### src/rtl/core/fbpa_pkg.sv
// ----------------------------------------------------------------------------
// fbpa_pkg
// shared types and constants of the fixed block pool allocator
// ----------------------------------------------------------------------------
package fbpa_pkg;

    localparam int MAX_BLOCKS_DEF   = 256;
    localparam int HEADER_BYTES_DEF = 4;

    localparam int OFFSET_W    = 24;
    localparam int SLOT_W      = 17;
    localparam int COUNT_CFG_W = 9;
    localparam int IDX_OUT_W   = 8;
    localparam int FREE_OUT_W  = 9;
    localparam int STATUS_W    = 2;
    localparam int CFG_INDEX_W = 1;
    localparam int CFG_DATA_W  = 17;

    localparam logic [SLOT_W-1:0]      SLOT_SIZE_RST   = SLOT_W'(68);
    localparam logic [COUNT_CFG_W-1:0] BLOCK_COUNT_RST = COUNT_CFG_W'(256);

    localparam logic [CFG_INDEX_W-1:0] CFG_SLOT_SIZE   = 1'b0;
    localparam logic [CFG_INDEX_W-1:0] CFG_BLOCK_COUNT = 1'b1;

    typedef enum logic [STATUS_W-1:0] {
        ST_OK       = 2'd0,
        ST_EMPTY    = 2'd1,
        ST_BAD      = 2'd2,
        ST_OVERFLOW = 2'd3
    } status_t;

    typedef enum logic [2:0] {
        S_IDLE,
        S_RD,
        S_MUL,
        S_DIV,
        S_DONE
    } state_t;

    typedef struct packed {
        logic                done;
        logic [OFFSET_W-1:0] quot;
        logic [SLOT_W-1:0]   rem;
    } div_res_t;

endpackage

### src/rtl/core/fbpa_if.sv
// ----------------------------------------------------------------------------
// fbpa_if
// request and response channels of the fixed block pool allocator
// ----------------------------------------------------------------------------
interface fbpa_req_if;
    logic                          valid;
    logic                          ready;
    logic                          req_type;
    logic [fbpa_pkg::OFFSET_W-1:0] release_offset;

    modport source (output valid, output req_type, output release_offset, input ready);
    modport sink   (input valid, input req_type, input release_offset, output ready);
endinterface

interface fbpa_rsp_if;
    logic                            valid;
    logic                            ready;
    logic [fbpa_pkg::STATUS_W-1:0]   status;
    logic [fbpa_pkg::OFFSET_W-1:0]   user_offset;
    logic [fbpa_pkg::IDX_OUT_W-1:0]  slot_index;
    logic [fbpa_pkg::FREE_OUT_W-1:0] free_count;

    modport source (output valid, output status, output user_offset, output slot_index,
                    output free_count, input ready);
    modport sink   (input valid, input status, input user_offset, input slot_index,
                    input free_count, output ready);
endinterface

### src/rtl/core/fbpa_ram.sv
// ----------------------------------------------------------------------------
// fbpa_ram
// generic simple dual port ram, one write port, one registered read port
// ----------------------------------------------------------------------------
module fbpa_ram #(
    parameter int WIDTH = 8,
    parameter int DEPTH = 256
) (
    input  logic                     clk,
    input  logic                     we,
    input  logic [$clog2(DEPTH)-1:0] waddr,
    input  logic [WIDTH-1:0]         wdata,
    input  logic                     re,
    input  logic [$clog2(DEPTH)-1:0] raddr,
    output logic [WIDTH-1:0]         rdata
);

    logic [WIDTH-1:0] mem [DEPTH];
    logic [WIDTH-1:0] rdata_reg;

    always_ff @(posedge clk)
    begin
        if (we)
        begin
            mem[waddr] <= wdata;
        end
        if (re)
        begin
            rdata_reg <= mem[raddr];
        end
    end

    assign rdata = rdata_reg;

endmodule

### src/rtl/core/fbpa_div.sv
// ----------------------------------------------------------------------------
// fbpa_div
// restoring divider, one quotient bit per cycle, quotient and remainder
// ----------------------------------------------------------------------------
module fbpa_div (
    input  logic                          clk,
    input  logic                          rst_n,
    input  logic                          start,
    input  logic [fbpa_pkg::OFFSET_W-1:0] dividend,
    input  logic [fbpa_pkg::SLOT_W-1:0]   divisor,
    output fbpa_pkg::div_res_t            res
);

    localparam int CNT_W = $clog2(fbpa_pkg::OFFSET_W + 1);

    logic [fbpa_pkg::SLOT_W-1:0]   rem_reg, rem_next;
    logic [fbpa_pkg::OFFSET_W-1:0] quo_reg, quo_next;
    logic [fbpa_pkg::SLOT_W-1:0]   dsr_reg, dsr_next;
    logic [CNT_W-1:0]              cnt_reg, cnt_next;
    logic                          done_reg, done_next;
    logic [fbpa_pkg::SLOT_W:0]     trial;
    logic                          ge;

    always_comb
    begin
        trial     = {rem_reg, quo_reg[fbpa_pkg::OFFSET_W-1]};
        ge        = trial >= {1'b0, dsr_reg};
        rem_next  = rem_reg;
        quo_next  = quo_reg;
        dsr_next  = dsr_reg;
        cnt_next  = cnt_reg;
        done_next = 1'b0;
        if (start)
        begin
            rem_next = '0;
            quo_next = dividend;
            dsr_next = divisor;
            cnt_next = CNT_W'(fbpa_pkg::OFFSET_W);
        end
        else if (cnt_reg != '0)
        begin
            rem_next  = ge ? fbpa_pkg::SLOT_W'(trial - {1'b0, dsr_reg})
                           : trial[fbpa_pkg::SLOT_W-1:0];
            quo_next  = {quo_reg[fbpa_pkg::OFFSET_W-2:0], ge};
            cnt_next  = cnt_reg - CNT_W'(1);
            done_next = (cnt_reg == CNT_W'(1));
        end
    end

    always_ff @(posedge clk or negedge rst_n)
    begin
        if (!rst_n)
        begin
            cnt_reg  <= '0;
            done_reg <= 1'b0;
        end
        else
        begin
            cnt_reg  <= cnt_next;
            done_reg <= done_next;
        end
    end

    always_ff @(posedge clk)
    begin
        rem_reg <= rem_next;
        quo_reg <= quo_next;
        dsr_reg <= dsr_next;
    end

    assign res.done = done_reg;
    assign res.quot = quo_reg;
    assign res.rem  = rem_reg;

endmodule

### src/rtl/core/fixed_block_pool_allocator.sv
// ----------------------------------------------------------------------------
// fixed_block_pool_allocator
// fixed size block allocator on a lifo stack of free slot indices
// ----------------------------------------------------------------------------
// req carries one beat per request: req_type 0 acquires a block, 1 releases
// the user area at release_offset. rsp returns exactly one beat per request
// with status, user_offset, slot_index and the free count after the request.
// the free stack sits in one ram with a registered read; a low-water mark
// tells which entries still hold their reload value, so reset and a write of
// block_count refill the stack at once, with no clearing pass.
// an acquire goes through S_RD (index select from the ram read), S_MUL
// (multiply by the slot size) and S_DONE (output load). a release sends the
// 24-bit offset through a restoring divider at one quotient bit per cycle,
// then the check and the push. an acquire on an empty pool or a release
// below the header goes straight to the output load. a new request is
// accepted in the cycle after the previous result is loaded. rsp is a
// holding register: when the receiver stalls, a finished result waits there
// while the next request is already taken and worked on; that one waits for
// the register before it commits. configuration is written through cfg_we,
// cfg_index and cfg_data while idle; the user ensures it, not the block.
// ----------------------------------------------------------------------------
module fixed_block_pool_allocator #(
    parameter int MAX_BLOCKS   = fbpa_pkg::MAX_BLOCKS_DEF,
    parameter int HEADER_BYTES = fbpa_pkg::HEADER_BYTES_DEF
) (
    input  logic                             clk,
    input  logic                             rst_n,
    input  logic                             cfg_we,
    input  logic [fbpa_pkg::CFG_INDEX_W-1:0] cfg_index,
    input  logic [fbpa_pkg::CFG_DATA_W-1:0]  cfg_data,
    fbpa_req_if.sink                         req,
    fbpa_rsp_if.source                       rsp
);

    localparam int IDX_W  = $clog2(MAX_BLOCKS);
    localparam int CNT_W  = $clog2(MAX_BLOCKS + 1);
    localparam int PROD_W = IDX_W + fbpa_pkg::SLOT_W;

    function automatic logic [CNT_W-1:0] eff_count(
        input logic [fbpa_pkg::COUNT_CFG_W-1:0] bc
    );
        logic [CNT_W-1:0] n;
        if (bc == '0)
        begin
            n = CNT_W'(1);
        end
        else if (32'(bc) > MAX_BLOCKS)
        begin
            n = CNT_W'(MAX_BLOCKS);
        end
        else
        begin
            n = CNT_W'(bc);
        end
        return n;
    endfunction

    fbpa_pkg::state_t                  state_reg, state_next;
    logic [fbpa_pkg::SLOT_W-1:0]       ss_reg, ss_next;
    logic [fbpa_pkg::COUNT_CFG_W-1:0]  bc_reg, bc_next;
    logic [CNT_W-1:0]                  fc_reg, fc_next;
    logic [CNT_W-1:0]                  lwm_reg, lwm_next;
    logic [CNT_W-1:0]                  top_reg, top_next;
    logic [IDX_W-1:0]                  idx_reg, idx_next;
    logic [IDX_W-1:0]                  push_val_reg, push_val_next;
    logic [PROD_W-1:0]                 prod_reg, prod_next;
    fbpa_pkg::status_t                 status_reg, status_next;
    logic [fbpa_pkg::IDX_OUT_W-1:0]    idx_out_reg, idx_out_next;
    logic                              has_uoff_reg, has_uoff_next;
    logic                              pop_reg, pop_next;
    logic                              push_reg, push_next;
    logic                              out_valid_reg, out_valid_next;
    fbpa_pkg::status_t                 out_status_reg, out_status_next;
    logic [fbpa_pkg::OFFSET_W-1:0]     out_uoff_reg, out_uoff_next;
    logic [fbpa_pkg::IDX_OUT_W-1:0]    out_idx_reg, out_idx_next;
    logic [fbpa_pkg::FREE_OUT_W-1:0]   out_fc_reg, out_fc_next;

    logic [fbpa_pkg::SLOT_W-1:0]       s_eff;
    logic [CNT_W-1:0]                  n_eff;
    logic [CNT_W-1:0]                  reload_n;
    logic [CNT_W-1:0]                  dflt_idx;
    logic [CNT_W-1:0]                  fc_after;
    logic [PROD_W:0]                   uoff_sum;
    logic                              ram_we, ram_re;
    logic [IDX_W-1:0]                  ram_waddr, ram_raddr, ram_rdata;
    logic                              div_start;
    logic [fbpa_pkg::OFFSET_W-1:0]     div_dividend;
    fbpa_pkg::div_res_t                div_res;

    assign s_eff = (ss_reg < fbpa_pkg::SLOT_W'(HEADER_BYTES + 1))
                   ? fbpa_pkg::SLOT_W'(HEADER_BYTES + 1) : ss_reg;
    assign n_eff        = eff_count(bc_reg);
    assign reload_n     = eff_count(cfg_data[fbpa_pkg::COUNT_CFG_W-1:0]);
    assign dflt_idx     = n_eff - CNT_W'(1) - top_reg;
    assign uoff_sum     = {1'b0, prod_reg} + (PROD_W + 1)'(HEADER_BYTES);
    assign div_dividend = req.release_offset - fbpa_pkg::OFFSET_W'(HEADER_BYTES);
    assign ram_waddr    = fc_reg[IDX_W-1:0];

    always_comb
    begin
        fc_after = fc_reg;
        if (pop_reg)
        begin
            fc_after = fc_reg - CNT_W'(1);
        end
        else if (push_reg)
        begin
            fc_after = fc_reg + CNT_W'(1);
        end
    end

    always_comb
    begin
        state_next      = state_reg;
        ss_next         = ss_reg;
        bc_next         = bc_reg;
        fc_next         = fc_reg;
        lwm_next        = lwm_reg;
        top_next        = top_reg;
        idx_next        = idx_reg;
        push_val_next   = push_val_reg;
        prod_next       = prod_reg;
        status_next     = status_reg;
        idx_out_next    = idx_out_reg;
        has_uoff_next   = has_uoff_reg;
        pop_next        = pop_reg;
        push_next       = push_reg;
        out_valid_next  = out_valid_reg && !rsp.ready;
        out_status_next = out_status_reg;
        out_uoff_next   = out_uoff_reg;
        out_idx_next    = out_idx_reg;
        out_fc_next     = out_fc_reg;
        ram_we          = 1'b0;
        ram_re          = 1'b0;
        ram_raddr       = top_reg[IDX_W-1:0];
        div_start       = 1'b0;
        req.ready       = (state_reg == fbpa_pkg::S_IDLE);

        case (state_reg)
            fbpa_pkg::S_IDLE:
            begin
                if (req.valid)
                begin
                    status_next   = fbpa_pkg::ST_OK;
                    idx_out_next  = '0;
                    has_uoff_next = 1'b0;
                    pop_next      = 1'b0;
                    push_next     = 1'b0;
                    if (!req.req_type)
                    begin
                        if (fc_reg == '0)
                        begin
                            status_next = fbpa_pkg::ST_EMPTY;
                            state_next  = fbpa_pkg::S_DONE;
                        end
                        else
                        begin
                            top_next      = fc_reg - CNT_W'(1);
                            ram_raddr     = top_next[IDX_W-1:0];
                            ram_re        = 1'b1;
                            has_uoff_next = 1'b1;
                            pop_next      = 1'b1;
                            state_next    = fbpa_pkg::S_RD;
                        end
                    end
                    else if (req.release_offset < fbpa_pkg::OFFSET_W'(HEADER_BYTES))
                    begin
                        status_next = fbpa_pkg::ST_BAD;
                        state_next  = fbpa_pkg::S_DONE;
                    end
                    else
                    begin
                        div_start  = 1'b1;
                        state_next = fbpa_pkg::S_DIV;
                    end
                end
            end
            fbpa_pkg::S_RD:
            begin
                // entries below the low-water mark still hold the reload value
                idx_next   = (top_reg < lwm_reg) ? dflt_idx[IDX_W-1:0] : ram_rdata;
                state_next = fbpa_pkg::S_MUL;
            end
            fbpa_pkg::S_MUL:
            begin
                prod_next    = PROD_W'(idx_reg) * PROD_W'(s_eff);
                idx_out_next = fbpa_pkg::IDX_OUT_W'(32'(idx_reg));
                state_next   = fbpa_pkg::S_DONE;
            end
            fbpa_pkg::S_DIV:
            begin
                if (div_res.done)
                begin
                    if (div_res.rem != '0 || 32'(div_res.quot) >= 32'(n_eff))
                    begin
                        status_next = fbpa_pkg::ST_BAD;
                    end
                    else
                    begin
                        idx_out_next  = div_res.quot[fbpa_pkg::IDX_OUT_W-1:0];
                        push_val_next = div_res.quot[IDX_W-1:0];
                        if (fc_reg >= n_eff)
                        begin
                            status_next = fbpa_pkg::ST_OVERFLOW;
                        end
                        else
                        begin
                            push_next = 1'b1;
                        end
                    end
                    state_next = fbpa_pkg::S_DONE;
                end
            end
            fbpa_pkg::S_DONE:
            begin
                if (!out_valid_reg || rsp.ready)
                begin
                    out_valid_next  = 1'b1;
                    out_status_next = status_reg;
                    out_uoff_next   = has_uoff_reg ? fbpa_pkg::OFFSET_W'(uoff_sum) : '0;
                    out_idx_next    = idx_out_reg;
                    out_fc_next     = fbpa_pkg::FREE_OUT_W'(32'(fc_after));
                    fc_next         = fc_after;
                    if (pop_reg && top_reg < lwm_reg)
                    begin
                        lwm_next = top_reg;
                    end
                    ram_we     = push_reg;
                    state_next = fbpa_pkg::S_IDLE;
                end
            end
            default:
            begin
                state_next = fbpa_pkg::S_IDLE;
            end
        endcase

        if (cfg_we)
        begin
            case (cfg_index)
                fbpa_pkg::CFG_SLOT_SIZE:
                begin
                    ss_next = cfg_data[fbpa_pkg::SLOT_W-1:0];
                end
                fbpa_pkg::CFG_BLOCK_COUNT:
                begin
                    bc_next  = cfg_data[fbpa_pkg::COUNT_CFG_W-1:0];
                    fc_next  = reload_n;
                    lwm_next = reload_n;
                end
                default:
                begin
                    ss_next = ss_reg;
                end
            endcase
        end
    end

    always_ff @(posedge clk or negedge rst_n)
    begin
        if (!rst_n)
        begin
            state_reg     <= fbpa_pkg::S_IDLE;
            ss_reg        <= fbpa_pkg::SLOT_SIZE_RST;
            bc_reg        <= fbpa_pkg::BLOCK_COUNT_RST;
            fc_reg        <= eff_count(fbpa_pkg::BLOCK_COUNT_RST);
            lwm_reg       <= eff_count(fbpa_pkg::BLOCK_COUNT_RST);
            pop_reg       <= 1'b0;
            push_reg      <= 1'b0;
            out_valid_reg <= 1'b0;
        end
        else
        begin
            state_reg     <= state_next;
            ss_reg        <= ss_next;
            bc_reg        <= bc_next;
            fc_reg        <= fc_next;
            lwm_reg       <= lwm_next;
            pop_reg       <= pop_next;
            push_reg      <= push_next;
            out_valid_reg <= out_valid_next;
        end
    end

    always_ff @(posedge clk)
    begin
        top_reg        <= top_next;
        idx_reg        <= idx_next;
        push_val_reg   <= push_val_next;
        prod_reg       <= prod_next;
        status_reg     <= status_next;
        idx_out_reg    <= idx_out_next;
        has_uoff_reg   <= has_uoff_next;
        out_status_reg <= out_status_next;
        out_uoff_reg   <= out_uoff_next;
        out_idx_reg    <= out_idx_next;
        out_fc_reg     <= out_fc_next;
    end

    fbpa_ram #(
        .WIDTH (IDX_W),
        .DEPTH (MAX_BLOCKS)
    ) u_stack (
        .clk   (clk),
        .we    (ram_we),
        .waddr (ram_waddr),
        .wdata (push_val_reg),
        .re    (ram_re),
        .raddr (ram_raddr),
        .rdata (ram_rdata)
    );

    fbpa_div u_div (
        .clk      (clk),
        .rst_n    (rst_n),
        .start    (div_start),
        .dividend (div_dividend),
        .divisor  (s_eff),
        .res      (div_res)
    );

    assign rsp.valid       = out_valid_reg;
    assign rsp.status      = out_status_reg;
    assign rsp.user_offset = out_uoff_reg;
    assign rsp.slot_index  = out_idx_reg;
    assign rsp.free_count  = out_fc_reg;

`ifndef ASSERT_OFF
    a_fc_bound: assert property (@(posedge clk) disable iff (!rst_n)
        fc_reg <= n_eff)
        else $error("free count above block count");

    a_lwm_bound: assert property (@(posedge clk) disable iff (!rst_n)
        lwm_reg <= fc_reg)
        else $error("low-water mark above free count");

    a_busy_after_accept: assert property (@(posedge clk) disable iff (!rst_n)
        req.valid && req.ready |=> state_reg != fbpa_pkg::S_IDLE)
        else $error("request accepted but no work started");

    a_empty_zero: assert property (@(posedge clk) disable iff (!rst_n)
        rsp.valid && rsp.status == fbpa_pkg::ST_EMPTY |-> rsp.free_count == '0)
        else $error("empty status with free slots left");
`endif

endmodule

### src/flat_wrapper.sv
// flat-port wrapper written by rule: the top's interface ports become plain ports
module fixed_block_pool_allocator_flat 
#(
    parameter int MAX_BLOCKS   = fbpa_pkg::MAX_BLOCKS_DEF,
    parameter int HEADER_BYTES = fbpa_pkg::HEADER_BYTES_DEF
)
  (clk, rst_n, cfg_we, cfg_index, cfg_data, req_valid, req_req_type, req_release_offset, req_ready, rsp_valid, rsp_status, rsp_user_offset, rsp_slot_index, rsp_free_count, rsp_ready);
  fbpa_req_if req_i ();
  fbpa_rsp_if rsp_i ();
  input  logic clk;
  input  logic rst_n;
  input  logic cfg_we;
  input  logic [fbpa_pkg::CFG_INDEX_W-1:0] cfg_index;
  input  logic [fbpa_pkg::CFG_DATA_W-1:0] cfg_data;
  input wire logic [$bits(req_i.valid)-1:0] req_valid;
  input wire logic [$bits(req_i.req_type)-1:0] req_req_type;
  input wire logic [$bits(req_i.release_offset)-1:0] req_release_offset;
  output wire logic [$bits(req_i.ready)-1:0] req_ready;
  output wire logic [$bits(rsp_i.valid)-1:0] rsp_valid;
  output wire logic [$bits(rsp_i.status)-1:0] rsp_status;
  output wire logic [$bits(rsp_i.user_offset)-1:0] rsp_user_offset;
  output wire logic [$bits(rsp_i.slot_index)-1:0] rsp_slot_index;
  output wire logic [$bits(rsp_i.free_count)-1:0] rsp_free_count;
  input wire logic [$bits(rsp_i.ready)-1:0] rsp_ready;
  assign req_i.valid = req_valid;
  assign req_i.req_type = req_req_type;
  assign req_i.release_offset = req_release_offset;
  assign req_ready = req_i.ready;
  assign rsp_valid = rsp_i.valid;
  assign rsp_status = rsp_i.status;
  assign rsp_user_offset = rsp_i.user_offset;
  assign rsp_slot_index = rsp_i.slot_index;
  assign rsp_free_count = rsp_i.free_count;
  assign rsp_i.ready = rsp_ready;
  fixed_block_pool_allocator #(.MAX_BLOCKS(MAX_BLOCKS), .HEADER_BYTES(HEADER_BYTES)) u_core (.clk(clk), .rst_n(rst_n), .cfg_we(cfg_we), .cfg_index(cfg_index), .cfg_data(cfg_data), .req(req_i), .rsp(rsp_i));
endmodule
### config.mk
export PLATFORM = sky130hd
export DESIGN_NAME = fixed_block_pool_allocator_flat
export DESIGN_NICKNAME = d
export VERILOG_FILES = /design/src/rtl/core/fbpa_pkg.sv /design/src/rtl/core/fbpa_if.sv /design/src/rtl/core/fbpa_ram.sv /design/src/rtl/core/fbpa_div.sv /design/src/rtl/core/fixed_block_pool_allocator.sv /design/src/flat_wrapper.sv
export SDC_FILE = /design/constraint.sdc
export NUM_CORES = 2
export LEC_CHECK = 0
export ABC_CLOCK_PERIOD_IN_PS = 7420
export BUFFER_PORTS_ARGS = -buffer_cell sky130_fd_sc_hd__buf_2
export CORE_MARGIN = 8
export CORE_UTILIZATION = 29
export DETAILED_ROUTE_END_ITERATION = 6
export GPL_ROUTABILITY_DRIVEN = 0
export PLACE_DENSITY = 0.43
export SLEW_MARGIN = 40
export SYNTH_ARGS = -nofsm -noshare
export SYNTH_HDL_FRONTEND = slang
export SYNTH_SLANG_ARGS = --single-unit
### constraint.sdc
create_clock -name clk -period 7.42 [get_ports clk]
set_input_delay 1.855 -clock clk [delete_from_list [all_inputs] [get_ports clk]]
set_output_delay 1.855 -clock clk [all_outputs]
set_load 0.005 [all_outputs]
==> results.json <==
{
  "min_path_type": "register to register",
  "die_area_sq_um": 351500,
  "cts_max_level": 5,
  "ys.flop_type": "edfxtp_1",
  "yosys_warnings": 0,
  "ctsResizeCount": 0,
  "regMostFlops": "u_core.u_stack.mem",
  "place_ws_ns": 0.1999,
  "slew_violations": 0,
  "yosysSeqAreaShare_pct": 70.27,
  "track_usage_pct": 19.02,
  "finalCritPeriodShare_pct": 93.12,
  "start_util_pct": 29.04,
  "root_buffer": "clkbuf_16",
  "finalClockSkew_ns": 0.05982,
  "clk_pin_slew_ns": 0.06,
  "fp.dieW_um": 592.9,
  "r2r_setup_slack_ns": 0.51,
  "async_flop_share_pct": 2.464,
  "holdPathStages": 0,
  "cp_max_fo": 11,
  "p_per_area_nw_per_um2": 369.8,
  "leakage_nw": 37.85,
  "final_cell_mix": "edfxtp_1, nand2_1, nand3_1",
  "layout_min_cycle_time_ns": 6.910,
  "drc": 2,
  "tns_ns": 0,
  "ctsLongestPathBuffers": 4,
  "rows": 212,
  "ys_ff_latch": 2273,
  "relSlewSlack_pct": 28.10,
  "worst_slack_ns": 0.5104,
  "synthCells": 6925,
  "yosysTopAreaCell": "edfxtp_1",
  "grt_pass1_vias": 59940,
  "viasPerCell": 5.171,
  "areaGrowthSynthToFinish_pct": 16.68,
  "nNetsFinal": 7425,
  "overflow": 0,
  "status": "finished with violations",
  "io_pins": 93,
  "synth_area_leaders": "edfxtp_1, nand2_1, mux2i_1",
  "syn-cell-area_sq_um": 96500,
  "required_ns": 8.04,
  "worstMarginPinSlew_ns": 1.069,
  "antenna_found_initial": 13,
  "cts_setup_buffers": 0,
  "dp_hpwl_um": 222300,
  "die_y_um": 592.9,
  "worstHoldStart": "u_core.status_reg[1]",
  "core_sq_um": 332400,
  "rr_endpoint": "u_core.prod_reg[23]",
  "cap_viol_max_count": 0,
  "critPathLaunch": "u_core.ss_reg[11]",
  "path_class": "register to register",
  "dr.pass1.iters": 7,
  "yosysTopAreaCellShare_pct": 68.46,
  "violations": "design-rule violations",
  "reg2reg_depth": 22,
  "fmax_mhz": 144.7,
  "rsz0062_at_grt": "no",
  "irDropWorstVdd_mv": 0.4460,
  "drtIter0Drc": 6166,
  "r2r-start": "u_core.ss_reg[11]",
  "fillCellCount": 32240,
  "io_buffer_count": 92,
  "end_kind": "register",
  "cp.arrival_ns": 7.53,
  "finalSetupViolCount": 0,
  "wl_per_cell_um": 29.31,
  "final_common_cell": "edfxtp_1",
  "synth_cell_types": 79,
  "largest_reg_flops": 2048,
  "num_vias": 60860,
  "wirelength_um": 345000,
  "grt_max_degree": 171,
  "final_antenna_net_count": 0,
  "numCtsBuffers": 265,
  "worstSkewPairLatency_ns": 0.90,
  "holdBufCountCts": 0,
  "cts_tree": "built",
  "drive_gt1_share_pct": 15.91,
  "synth-edff-count": 2200,
  "cts_sinks": 2273,
  "finalHoldViolCount": 0,
  "grt_pass1_wl_um": 480700,
  "synth_nets": 7167,
  "crit_path_start_kind": "register",
  "min_delay_worst_endpoint": "u_core.rsp.status[1]",
  "synth.avg_cell_area_sq_um": 13.94
}
-- cells in the mapped netlist, types with 71 or more instances --
cell type,count
a21oi_1,314
a31oi_1,93
a32oi_1,86
and2_1,121
buf_2,159
clkbuf_1,165
edfxtp_1,2200
fa_1,91
ha_1,103
inv_1,181
mux2i_1,264
mux4_2,101
nand2_1,1283
nand3_1,350
nand4_1,75
nor2_1,371
nor4_1,79
o21ai_0,132
xnor2_1,71
-- per-layer routing --
metal | vias to the layer above | share of wire, % | routed length (um) | track usage [%]
met4 | 4 | 3.8 | 13040 | 6.500
li1 | 26370 | - | - | -
met1 | 31590 | 44 | 150400 | 26.39
met5 | - | 0.0064 | 22 | 0
met2 | 2365 | 45 | 156700 | 30.06
met3 | 533 | 7.2 | 24760 | 3.431
-- critical path, stage by stage, from the launching register on --
cell	delay, ns
dfrtp_1	0.49
nor4_1	0.50
nand4_1	0.43
nand2b_1	0.42
nand2_1	0.13
fa_1	0.47
inv_1	0.10
fa_1	0.46
fa_1	0.52
inv_1	0.06
fa_1	0.48
inv_1	0.05
ha_1	0.31
o21ai_0	0.11
nand2b_1	0.11
a21oi_1	0.09
a211oi_1	0.35
nor2_1	0.10
a2111oi_0	0.65
nor3_1	0.16
o41ai_1	0.36
a21oi_1	0.13
xnor2_1	0.13
-- through the flow --
stage	hold WS [ns]	instances	utilization, %	area [sq um]	power (mW)
3_5_place_dp	0.4045	11300	31.33	104100	29.38
3_3_place_gp	0.4030	11290	31.11	103400	29.35
4_1_cts	0.4152	11760	33.79	112300	42.03
6_report	0.4136	11770	33.88	112600	41.64
2_1_floorplan	0.4003	6925	-	96500	23.62
5_1_grt	0.4303	11770	33.88	112600	43.50
-- power by group --
group / internal (mW) / switching (mW)
clock: 7.13 / 5.47
sequential: 14.7 / 0.471
combinational: 4.84 / 9.04
total: 26.7 / 15.0
-- worst max-delay path by stage --
stage / cells past startpoint / slack, ns / endpoint
floorplan: 21 / 1.89 / u_core.prod_reg[23]
global placement: 13 / 0.26 / u_core.u_stack.rdata[2]
detailed placement: 13 / 0.20 / u_core.u_stack.rdata[2]
CTS: 22 / 0.52 / u_core.prod_reg[23]
global route: 22 / 0.08 / u_core.prod_reg[23]
finish: 22 / 0.51 / u_core.prod_reg[23]
-- layout make-up --
| cell class | instances | area [sq um] | area share (%) |
|---|---|---|---|
| clock inverters | 127 | 1172 | 1.041 |
| well taps | 4387 | 5489 | 4.875 |
| flip-flops and latches | 2273 | 67810 | 60.22 |
| clock buffers | 335 | 7008 | 6.224 |
| inverters | 184 | 691.9 | 0.6145 |
| diodes | 6 | 15.01 | 0.01333 |
| repair buffers | 402 | 3636 | 3.229 |
| multi-input cells | 4057 | 26780 | 23.78 |
-- logic make-up after synthesis --
kind of cell / after synthesis / synth area share (%)
flops: 2273 / 70.27
fa+ha+maj: 194 / 3.223
compound gates: 937 / 6.196
simple gates: 2433 / 11.00
buf+inv: 595 / 2.942
xor+xnor: 93 / 0.8440
mux: 400 / 5.530
(Power assumes the default switching activity.)
